==> src/rtl/m3h_pkg.sv <==
// ----------------------------------------------------------------------------
// m3h_pkg: shared types and constants of the 32-bit stream hash
// Holds the mix and finalizer multipliers and the controller/datapath links.
// ----------------------------------------------------------------------------
package m3h_pkg;

    localparam logic [31:0] MIX_C1 = 32'ha1f3e2d1;
    localparam logic [31:0] MIX_C2 = 32'h4df56a13;
    localparam logic [31:0] MIX_N  = 32'ha24f697f;
    localparam logic [31:0] FIN_M1 = 32'h85ebca6b;
    localparam logic [31:0] FIN_M2 = 32'hc2b2ae35;

    localparam int WORD_W  = 32;
    localparam int COUNT_W = 3;
    localparam int IN_TDATA_W = 40;

    localparam logic [COUNT_W-1:0] FULL_COUNT = 3'd4;

    // Operand selection of the shared multiplier.
    typedef enum logic [2:0] {
        MS_NONE = 3'd0,
        MS_C1   = 3'd1,
        MS_C2   = 3'd2,
        MS_M1   = 3'd3,
        MS_M2   = 3'd4
    } t_mul_sel;

    typedef struct packed {
        logic     load;
        t_mul_sel mul_sel;
        logic     fold;
        logic     out_load;
    } t_cmd;

    typedef struct packed {
        logic last;
        logic out_busy;
    } t_sts;

endpackage

==> src/rtl/m3h_ctrl.sv <==
// ----------------------------------------------------------------------------
// m3h_ctrl: sequencer of the 32-bit stream hash
// Steps each item through the mix and fold phases, and the last item through the finalizer.
// ----------------------------------------------------------------------------
module m3h_ctrl
    import m3h_pkg::*;
(
    input  logic i_clk,
    input  logic i_rst_n,
    input  logic i_in_valid,
    output logic o_in_ready,
    input  t_sts i_sts,
    output t_cmd o_cmd
);

    typedef enum logic [6:0] {
        S_IDLE = 7'b0000001,
        S_MUL1 = 7'b0000010,
        S_MUL2 = 7'b0000100,
        S_FOLD = 7'b0001000,
        S_FIN1 = 7'b0010000,
        S_FIN2 = 7'b0100000,
        S_FIN3 = 7'b1000000
    } t_state;

    t_state r_state;
    t_state n_state;

    always_ff @(posedge i_clk) begin
        if (!i_rst_n) begin
            r_state <= S_IDLE;
        end else begin
            r_state <= n_state;
        end
    end

    always_comb begin
        n_state        = r_state;
        o_cmd.load     = 1'b0;
        o_cmd.mul_sel  = MS_NONE;
        o_cmd.fold     = 1'b0;
        o_cmd.out_load = 1'b0;
        o_in_ready     = 1'b0;
        unique case (r_state)
            S_IDLE: begin
                o_in_ready = 1'b1;
                if (i_in_valid) begin
                    o_cmd.load = 1'b1;
                    n_state    = S_MUL1;
                end
            end
            S_MUL1: begin
                o_cmd.mul_sel = MS_C1;
                n_state       = S_MUL2;
            end
            S_MUL2: begin
                o_cmd.mul_sel = MS_C2;
                n_state       = S_FOLD;
            end
            S_FOLD: begin
                o_cmd.fold = 1'b1;
                n_state    = i_sts.last ? S_FIN1 : S_IDLE;
            end
            S_FIN1: begin
                o_cmd.mul_sel = MS_M1;
                n_state       = S_FIN2;
            end
            S_FIN2: begin
                o_cmd.mul_sel = MS_M2;
                n_state       = S_FIN3;
            end
            S_FIN3: begin
                // Hold the finished hash until the output register is free.
                if (!i_sts.out_busy) begin
                    o_cmd.out_load = 1'b1;
                    n_state        = S_IDLE;
                end
            end
            default: n_state = S_IDLE;
        endcase
    end

    a_fold_mid_returns: assert property (@(posedge i_clk) disable iff (!i_rst_n)
        (r_state == S_FOLD && !i_sts.last) |=> r_state == S_IDLE)
        else $error("non-final item did not return to idle after fold");

    a_fold_last_finishes: assert property (@(posedge i_clk) disable iff (!i_rst_n)
        (r_state == S_FOLD && i_sts.last) |=> r_state == S_FIN1)
        else $error("final item did not enter finalization");

endmodule

==> src/rtl/m3h_dp.sv <==
// ----------------------------------------------------------------------------
// m3h_dp: datapath of the 32-bit stream hash
// Input latch, one shared 32x32 multiplier, hash and length state, output reg.
// ----------------------------------------------------------------------------
module m3h_dp
    import m3h_pkg::*;
(
    input  logic               i_clk,
    input  logic               i_rst_n,
    input  t_cmd               i_cmd,
    output t_sts               o_sts,
    input  logic [WORD_W-1:0]  i_word,
    input  logic [COUNT_W-1:0] i_count,
    input  logic               i_last,
    input  logic               i_cfg_valid,
    input  logic [WORD_W-1:0]  i_cfg_data,
    output logic [WORD_W-1:0]  o_hash,
    output logic               o_hash_valid,
    input  logic               i_hash_ready
);

    logic [WORD_W-1:0]  r_seed;
    logic [WORD_W-1:0]  r_acc;
    logic [WORD_W-1:0]  r_total;
    logic               r_start;
    logic [WORD_W-1:0]  r_k;
    logic [COUNT_W-1:0] r_add;
    logic               r_full;
    logic               r_last;
    logic               r_zero;
    logic [WORD_W-1:0]  r_hash;
    logic               r_hash_valid;

    logic               full_in;
    logic [COUNT_W-1:0] cnt_sat;
    logic [WORD_W-1:0]  word_mask;
    logic [WORD_W-1:0]  mul_a;
    logic [WORD_W-1:0]  mul_b;
    logic [WORD_W-1:0]  mul_p;
    logic [WORD_W-1:0]  acc_x;
    logic [WORD_W-1:0]  acc_rot;
    logic [WORD_W-1:0]  acc_fold;
    logic [WORD_W-1:0]  fin_x;

    assign cnt_sat = (i_count > FULL_COUNT) ? FULL_COUNT : i_count;
    assign full_in = !i_last || (cnt_sat == FULL_COUNT);

    always_comb begin
        case (cnt_sat)
            3'd1:    word_mask = 32'h0000_00ff;
            3'd2:    word_mask = 32'h0000_ffff;
            3'd3:    word_mask = 32'h00ff_ffff;
            default: word_mask = 32'hffff_ffff;
        endcase
        if (full_in) begin
            word_mask = 32'hffff_ffff;
        end
    end

    assign fin_x = r_acc ^ r_total;

    always_comb begin
        unique case (i_cmd.mul_sel)
            MS_C1: begin
                mul_a = r_k;
                mul_b = MIX_C1;
            end
            MS_C2: begin
                mul_a = {r_k[16:0], r_k[31:17]};
                mul_b = MIX_C2;
            end
            MS_M1: begin
                mul_a = fin_x ^ (fin_x >> 16);
                mul_b = FIN_M1;
            end
            MS_M2: begin
                mul_a = r_k ^ (r_k >> 13);
                mul_b = FIN_M2;
            end
            default: begin
                mul_a = r_k;
                mul_b = '0;
            end
        endcase
    end

    assign mul_p = mul_a * mul_b;

    // Rotate by 13, then times five plus the additive constant.
    assign acc_x    = r_acc ^ r_k;
    assign acc_rot  = {acc_x[18:0], acc_x[31:19]};
    assign acc_fold = (acc_rot << 2) + acc_rot + MIX_N;

    always_ff @(posedge i_clk) begin
        if (!i_rst_n) begin
            r_seed       <= '0;
            r_acc        <= '0;
            r_total      <= '0;
            r_start      <= 1'b1;
            r_last       <= 1'b0;
            r_hash_valid <= 1'b0;
        end else begin
            if (i_cfg_valid) begin
                r_seed <= i_cfg_data;
            end
            if (i_cmd.load) begin
                r_last <= i_last;
                if (r_start) begin
                    r_acc   <= r_seed;
                    r_total <= '0;
                    r_start <= 1'b0;
                end
            end
            if (i_cmd.fold) begin
                if (r_full) begin
                    r_acc <= acc_fold;
                end else if (!r_zero) begin
                    r_acc <= acc_x;
                end
                r_total <= r_total + WORD_W'(r_add);
                if (r_last) begin
                    r_start <= 1'b1;
                end
            end
            if (i_cmd.out_load) begin
                r_hash_valid <= 1'b1;
            end else if (i_hash_ready) begin
                r_hash_valid <= 1'b0;
            end
        end
    end

    always_ff @(posedge i_clk) begin
        if (i_cmd.load) begin
            r_k    <= i_word & word_mask;
            r_add  <= full_in ? FULL_COUNT : cnt_sat;
            r_full <= full_in;
            r_zero <= (cnt_sat == '0);
        end else if (i_cmd.mul_sel != MS_NONE) begin
            r_k <= mul_p;
        end
        if (i_cmd.out_load) begin
            r_hash <= r_k ^ (r_k >> 16);
        end
    end

    assign o_sts.last     = r_last;
    assign o_sts.out_busy = r_hash_valid && !i_hash_ready;
    assign o_hash         = r_hash;
    assign o_hash_valid   = r_hash_valid;

    a_no_overwrite: assert property (@(posedge i_clk) disable iff (!i_rst_n)
        i_cmd.out_load |-> !(r_hash_valid && !i_hash_ready))
        else $error("pending hash overwritten");

    a_seed_loaded: assert property (@(posedge i_clk) disable iff (!i_rst_n)
        (i_cmd.load && r_start) |=> (r_acc == $past(r_seed) && r_total == '0))
        else $error("message start did not load the seed");

endmodule

==> src/rtl/murmur3_style_hash32.sv <==
// ----------------------------------------------------------------------------
// murmur3_style_hash32: streaming 32-bit hash of little-endian word messages
// Channel table:
//   channel   dir  handshake                     contents
//   s_axis    in   s_axis_tvalid/s_axis_tready   data_word, byte_count, tlast
//   cfg       in   i_cfg_valid/o_cfg_ready       seed
//   m_axis    out  m_axis_tvalid/m_axis_tready   hash_value
// A word that is not last is handled in steps: accept, two passes through the one
// shared 32x32 multiplier, and the fold into the running hash.
// The last word also goes through the finalizer, which uses the same multiplier twice.
// Reset is synchronous, active low; the seed resets to zero.
// The finished hash sits in an output register, so new words are accepted
// while it waits. If it is still waiting when the next hash is done, the
// sequencer holds that hash and the input stalls until the output transfer.
// ----------------------------------------------------------------------------
module murmur3_style_hash32
    import m3h_pkg::*;
(
    input  logic                  i_clk,
    input  logic                  i_rst_n,
    input  logic                  s_axis_tvalid,
    output logic                  s_axis_tready,
    input  logic [IN_TDATA_W-1:0] s_axis_tdata,  // data_word[31:0], byte_count[34:32], zero
    input  logic                  s_axis_tlast,
    input  logic                  i_cfg_valid,
    output logic                  o_cfg_ready,
    input  logic [WORD_W-1:0]     i_cfg_data,
    output logic                  m_axis_tvalid,
    input  logic                  m_axis_tready,
    output logic [WORD_W-1:0]     m_axis_tdata   // hash_value[31:0]
);

    t_cmd cmd;
    t_sts sts;

    assign o_cfg_ready = 1'b1;

    m3h_ctrl u_ctrl (
        .i_clk      (i_clk),
        .i_rst_n    (i_rst_n),
        .i_in_valid (s_axis_tvalid),
        .o_in_ready (s_axis_tready),
        .i_sts      (sts),
        .o_cmd      (cmd)
    );

    m3h_dp u_dp (
        .i_clk        (i_clk),
        .i_rst_n      (i_rst_n),
        .i_cmd        (cmd),
        .o_sts        (sts),
        .i_word       (s_axis_tdata[WORD_W-1:0]),
        .i_count      (s_axis_tdata[WORD_W+COUNT_W-1:WORD_W]),
        .i_last       (s_axis_tlast),
        .i_cfg_valid  (i_cfg_valid),
        .i_cfg_data   (i_cfg_data),
        .o_hash       (m_axis_tdata),
        .o_hash_valid (m_axis_tvalid),
        .i_hash_ready (m_axis_tready)
    );

    a_busy_after_accept: assert property (@(posedge i_clk) disable iff (!i_rst_n)
        (s_axis_tvalid && s_axis_tready) |=> !s_axis_tready)
        else $error("input accepted while previous word in progress");

endmodule
==> config.mk <==
export PLATFORM = sky130hd
export DESIGN_NAME = murmur3_style_hash32
export DESIGN_NICKNAME = d
export VERILOG_FILES = /design/src/rtl/m3h_pkg.sv /design/src/rtl/m3h_ctrl.sv /design/src/rtl/m3h_dp.sv /design/src/rtl/murmur3_style_hash32.sv
export SDC_FILE = /design/constraint.sdc
export NUM_CORES = 2
export LEC_CHECK = 0
export BUFFER_PORTS_ARGS = -buffer_cell sky130_fd_sc_hd__buf_2
export CELL_PAD_IN_SITES_DETAIL_PLACEMENT = 1
export CELL_PAD_IN_SITES_GLOBAL_PLACEMENT = 1
export CORE_MARGIN = 10
export CORE_UTILIZATION = 23
export DETAILED_ROUTE_END_ITERATION = 10
export HOLD_SLACK_MARGIN = 0.02
export PLACE_DENSITY_LB_ADDON = 0.1
export SYNTH_ARGS = -nofsm -noshare
export SYNTH_HDL_FRONTEND = slang
export SYNTH_HIERARCHICAL = 1
export SYNTH_SLANG_ARGS = --single-unit
==> constraint.sdc <==
create_clock -name i_clk -period 24 [get_ports i_clk]
set_input_delay 4.8 -clock i_clk [delete_from_list [all_inputs] [get_ports i_clk]]
set_output_delay 4.8 -clock i_clk [all_outputs]
set_load 0.02 [all_outputs]
# Yosys cells after proc, flatten, opt, wreduce, memory -nomap -nowiden
# Cells that the tools add are included.
# totals
regBits	175
input_bits	78
output_inout_bits	35
word_cells	83
# classes
n_addsub	3
mul	1
order_cmp	1
n_eq_ne	17
n_mux	31
bitwise_logic	6
reduce_logical	12
# ops
operator	count
$mux W32	11
$pmux W32 S3	2
$pmux W32 S4	1
$xor A32 B16 Y32	2
$xor A32 B32 Y32	2
$pmux W7 S7	1
$add A32 B3 Y32	1
$add A32 B32 Y32	1
$add A32 B32 Y32 const B	1
$and A32 B32 Y32	1
$mul A32 B32 Y32	1
$xor A32 B19 Y32	1
$mux W7	2
$eq A3 B2 Y1 const B	4
$pmux W3 S4	1
$mux W1	11
$reduce_bool A2 Y1	4
$eq A7 B1 Y1 const B	1
$eq A7 B2 Y1 const B	1
$eq A7 B3 Y1 const B	1
$eq A7 B4 Y1 const B	1
$eq A7 B5 Y1 const B	1
$eq A7 B6 Y1 const B	1
$eq A7 B7 Y1 const B	1
other kinds (12)	17

# Longest topological paths before layout
# logic_depth
word_depth	7
depth_mapped	40

# Modules after synthesis
# The synthesis kept the hierarchy.
# by_module_without_submodules
mod	instances	cells_each	area_each_um2	seq_area_each_um2
m3h_dp	1	2718	24656.1	4053.9
m3h_ctrl	1	43	397.9	140.1
murmur3_style_hash32	1	2	11.3	0.0

# Worst setup path after synthesis
# OpenSTA, ideal clock, no wires.
# synth_path
kind	input to register
startpoint	input m_axis_tready
endpoint	register u_dp.r_hash[0], in the netlist u_dp/o_hash[0], enable pin
setup_time_ps	517
arrival_time_ps	8324
required_time_ps	23483
path_slack_ps	15159
cell_stages	2
path_buffers	0
cell_sequence	nor2b_1 nor4b_1
# synth_lines
item	line_no	source
start, declared	murmur3_style_hash32.sv:29	input logic m_axis_tready,
end signal, assigned	m3h_dp.sv:143	r_hash <= r_k ^ (r_k >> 16);
end, declared	m3h_dp.sv:31	logic [WORD_W-1:0] r_hash;

==> flow_metrics.py <==
metrics = {
    "run_status": {
        "outcome": "completed",
    },
    "clock_tree": {
        "clk_latency_ns": 0.51,
        "cts_sinks": 175,
        "cts_root_buffer": "clkbuf_16",
        "postCtsSetupBuffers": 0,
        "cts_tree": "done",
        "htree_levels": 4,
        "path_clk_slew_ns": 0.08,
        "clockBufferDepth": 2,
        "postCtsHoldBufs": 0,
        "cts-resized-gates": 0,
        "numCtsBuffers": 17,
    },
    "yosys": {
        "synth-edff-count": 69,
        "synth-main-ff-cell": "dfxtp_1",
        "yosys-top-cells-area": "fa_1 28%, ha_1 12%, dfxtp_1 8.5%",
        "ys_types": 82,
        "synth_common_cells": "474 x inv_1, 352 x fa_1, 240 x ha_1, 237 x nor2_1, 203 x nand2_1",
        "synth_cells": 2763,
        "syn-cell-area_um2": 25100,
        "yosysSeqAreaShare_pct": 16.7,
        "synth_largest_area_cell": "fa_1",
        "synth_nets": 3433,
        "synth_most_common_cell": "inv_1",
        "ys_warn_count": 6,
        "synth_seq_cells": 175,
        "async_reset_ff_share_pct": 0,
        "synth_top_area_share_pct": 28.1,
        "avgSynthCellArea_um2": 9.07,
    },
    "setup_path": {
        "cp_slowest_stage_delay_ns": 0.67,
        "rr_endpoint": "u_dp/r_k[31]$_DFFE_PP_",
        "critPathMaxFanout": 36,
        "arrival_ns": 11.29,
        "worst_setup_path_end_kind": "flip-flop",
        "endpoint": "u_dp/r_k[31]$_DFFE_PP_",
        "r2r_setup_slack_ns": 12.93,
        "path_class": "flip-flop to flip-flop",
        "reg2reg_depth": 36,
        "cp_slowest_cell": "a21oi_1",
        "path_common_cell": "xnor2_1",
        "startpoint": "u_ctrl/r_state[1]$_SDFFE_PN0P_",
        "required_ns": 24.22,
        "cp-start-kind": "flip-flop",
        "r2r-start": "u_ctrl/r_state[1]$_SDFFE_PN0P_",
    },
    "die": {
        "core_um2": 109000,
        "chipHeight_um": 350,
        "design.die.area_um2": 123000,
        "die-width_um": 350,
        "rows": 121,
        "start_util_pct": 23.1,
        "ios": 113,
    },
    "timing": {
        "tightest_slew_ns": 1.29,
        "fin_ws_ns": 12.93,
        "tns_ns": 0,
        "max_freq_mhz": 90.4,
        "drv_slew": 0,
        "period_share_pct": 46.1,
        "setup_viol": 0,
        "rsz0062_at_grt": "no",
        "slew-limit-headroom_pct": 13.2,
        "final-hold-violation-count": 0,
        "finalClockSkew_ns": 0.0198,
        "min_period_ns": 11.07,
    },
    "finish": {
        "drive_gt1_share_pct": 9.01,
        "num-nets-final": 3488,
        "syn2layout_area_growth_pct": 11.1,
    },
    "placement": {
        "post-place-ws_ns": 12.99,
        "dpl.hpwl_mm": 99.4,
        "routabilityCongestion": 0.932,
        "place.port_buffers": 106,
    },
    "grt": {
        "grt_max_degree": 46,
        "grt_usage_pct": 19.5,
        "grt_pass1_vias": 22458,
        "antenna_found_initial": 6,
        "grt_overflow": 0,
        "grt_pass1_wl_mm": 169,
    },
    "routing": {
        "vias": 20034,
        "drc": 0,
        "wirelength_mm": 119,
        "dr.pass1.iters": 5,
        "vias_per_cell": 4.72,
        "ant_nets": 0,
        "drt_iter0_markers": 1285,
        "avgRoutedWirePerCell_um": 28.0,
    },
    "power": {
        "powerDensity_nw_per_um2": 47.3,
        "irDropWorstVdd_uv": 32.4,
        "p_leak_nw": 13.8,
    },
    "hold_path": {
        "hold_path.class": "flip-flop to flip-flop",
    },
    "job": {
        "drv_cap": 0,
    },
}
-- worst max-delay path: cells and delay by family (launching register included) --
family	cells	cell delay, ns
fa+ha+maj	8	3.76
compound gates	2	0.75
flops	1	0.38
xor+xnor	10	2.37
buf+inv	8	1.29
simple gates	8	2.21
-- cell type report --
type	instances	area [um^2]
flip-flops and latches	175	4190
clock buffers	17	425
diodes	2	5.00
fillers	12617	80700
well taps	1414	1770
clock inverters	15	129
inverters	481	1810
repair buffers	156	906
multi-input cells	1987	18600
-- layout by cell type, fill, tap and decap left out, drive strengths merged, types with 17 or more instances in the layout --
cell and instances:
a211oi 32, a21o 37, a21oi 125, and2 29, and3 22, buf 156
clkbuf 17, dfxtp 106, edfxtp 69, fa 352, ha 240, inv 486
mux2i 51, nand2 204, nand2b 26, nand3 33, nor2 241, nor2b 19
nor3 19, o21a 20, o21ai 119, o22ai 17, or2 27, xnor2 130
xor2 96
-- per-layer routing --
layer  track usage, %  vias to the layer above  share of wire (%)
li1                 -                     9012                  -
met1             25.4                    10526                 45
met2             33.7                      381                 49
met3             1.85                      115                2.9
met4             6.02                        0                3.1
met5                0                        -                  0
-- how the worst min path moves through the flow --
stage                                 start                           end  slack [ns]  depth (start not counted)
6_report        u_dp/r_seed[1]$_SDFFE_PN0P_      u_dp/r_acc[1]$_SDFF_PN0_        0.49                          2
2_1_floorplan        u_dp/r_k[16]$_DFFE_PP_     u_dp/o_hash[16]$_DFFE_PP_        0.42                          0
3_3_place_gp    u_dp/r_seed[0]$_SDFFE_PN0P_      u_dp/r_acc[0]$_SDFF_PN0_        0.48                          2
4_1_cts         u_dp/r_seed[1]$_SDFFE_PN0P_      u_dp/r_acc[1]$_SDFF_PN0_        0.49                          2
5_1_grt         u_dp/r_seed[1]$_SDFFE_PN0P_      u_dp/r_acc[1]$_SDFF_PN0_        0.52                          2
3_5_place_dp   u_dp/r_seed[31]$_SDFFE_PN0P_  u_dp/r_seed[31]$_SDFFE_PN0P_        0.49                          2
-- power by group --
group / switching (W) / leakage (nW) / total (W) / internal [W]
logic: 0.000429 / 12.0 / 0.000667 / 0.000238
clock network: 0.000149 / 0.275 / 0.000284 / 0.000136
registers: 0.0000334 / 1.51 / 0.000367 / 0.000333
total: 0.000611 / 13.8 / 0.00132 / 0.000706
-- cell families (layout without fill, tap and decap cells) --
logic type | after synthesis | after routing | share of synthesized area, %
simple gates | 671 | 671 | 12.4
fa+ha+maj | 592 | 592 | 40.1
other cells | 1 | 3 | 0.0150
mux | 57 | 57 | 2.31
flops | 175 | 175 | 16.7
compound gates | 438 | 438 | 11.1
buf+inv | 601 | 669 | 9.16
xor+xnor | 228 | 228 | 8.11
-- state kept, by name (all words and copies together), names as in the netlist, 3 cells and up --
signal          flops
u_dp/r_add          3
u_dp/r_seed        32
u_dp/o_hash        32
u_dp/r_total       32
u_ctrl/r_state      7
u_dp/r_acc         32
u_dp/r_k           32
-- through the flow --
| step | cells | power, W | hold slack (ns) | utilization (%) | area (um^2) |
|---|---|---|---|---|---|
| floorplan | 2763 | 0.000767 | 0.424 | - | 25100 |
| global route | 4245 | 0.00141 | 0.518 | 25.7 | 27800 |
| finish | 4247 | 0.00132 | 0.494 | 25.7 | 27900 |
| detailed placement | 4213 | 0.00105 | 0.491 | 25.1 | 27300 |
| global placement | 4213 | 0.00105 | 0.483 | 25.1 | 27300 |
| CTS | 4245 | 0.00135 | 0.495 | 25.7 | 27800 |
Note: power is estimated with default switching activity, not from simulation.
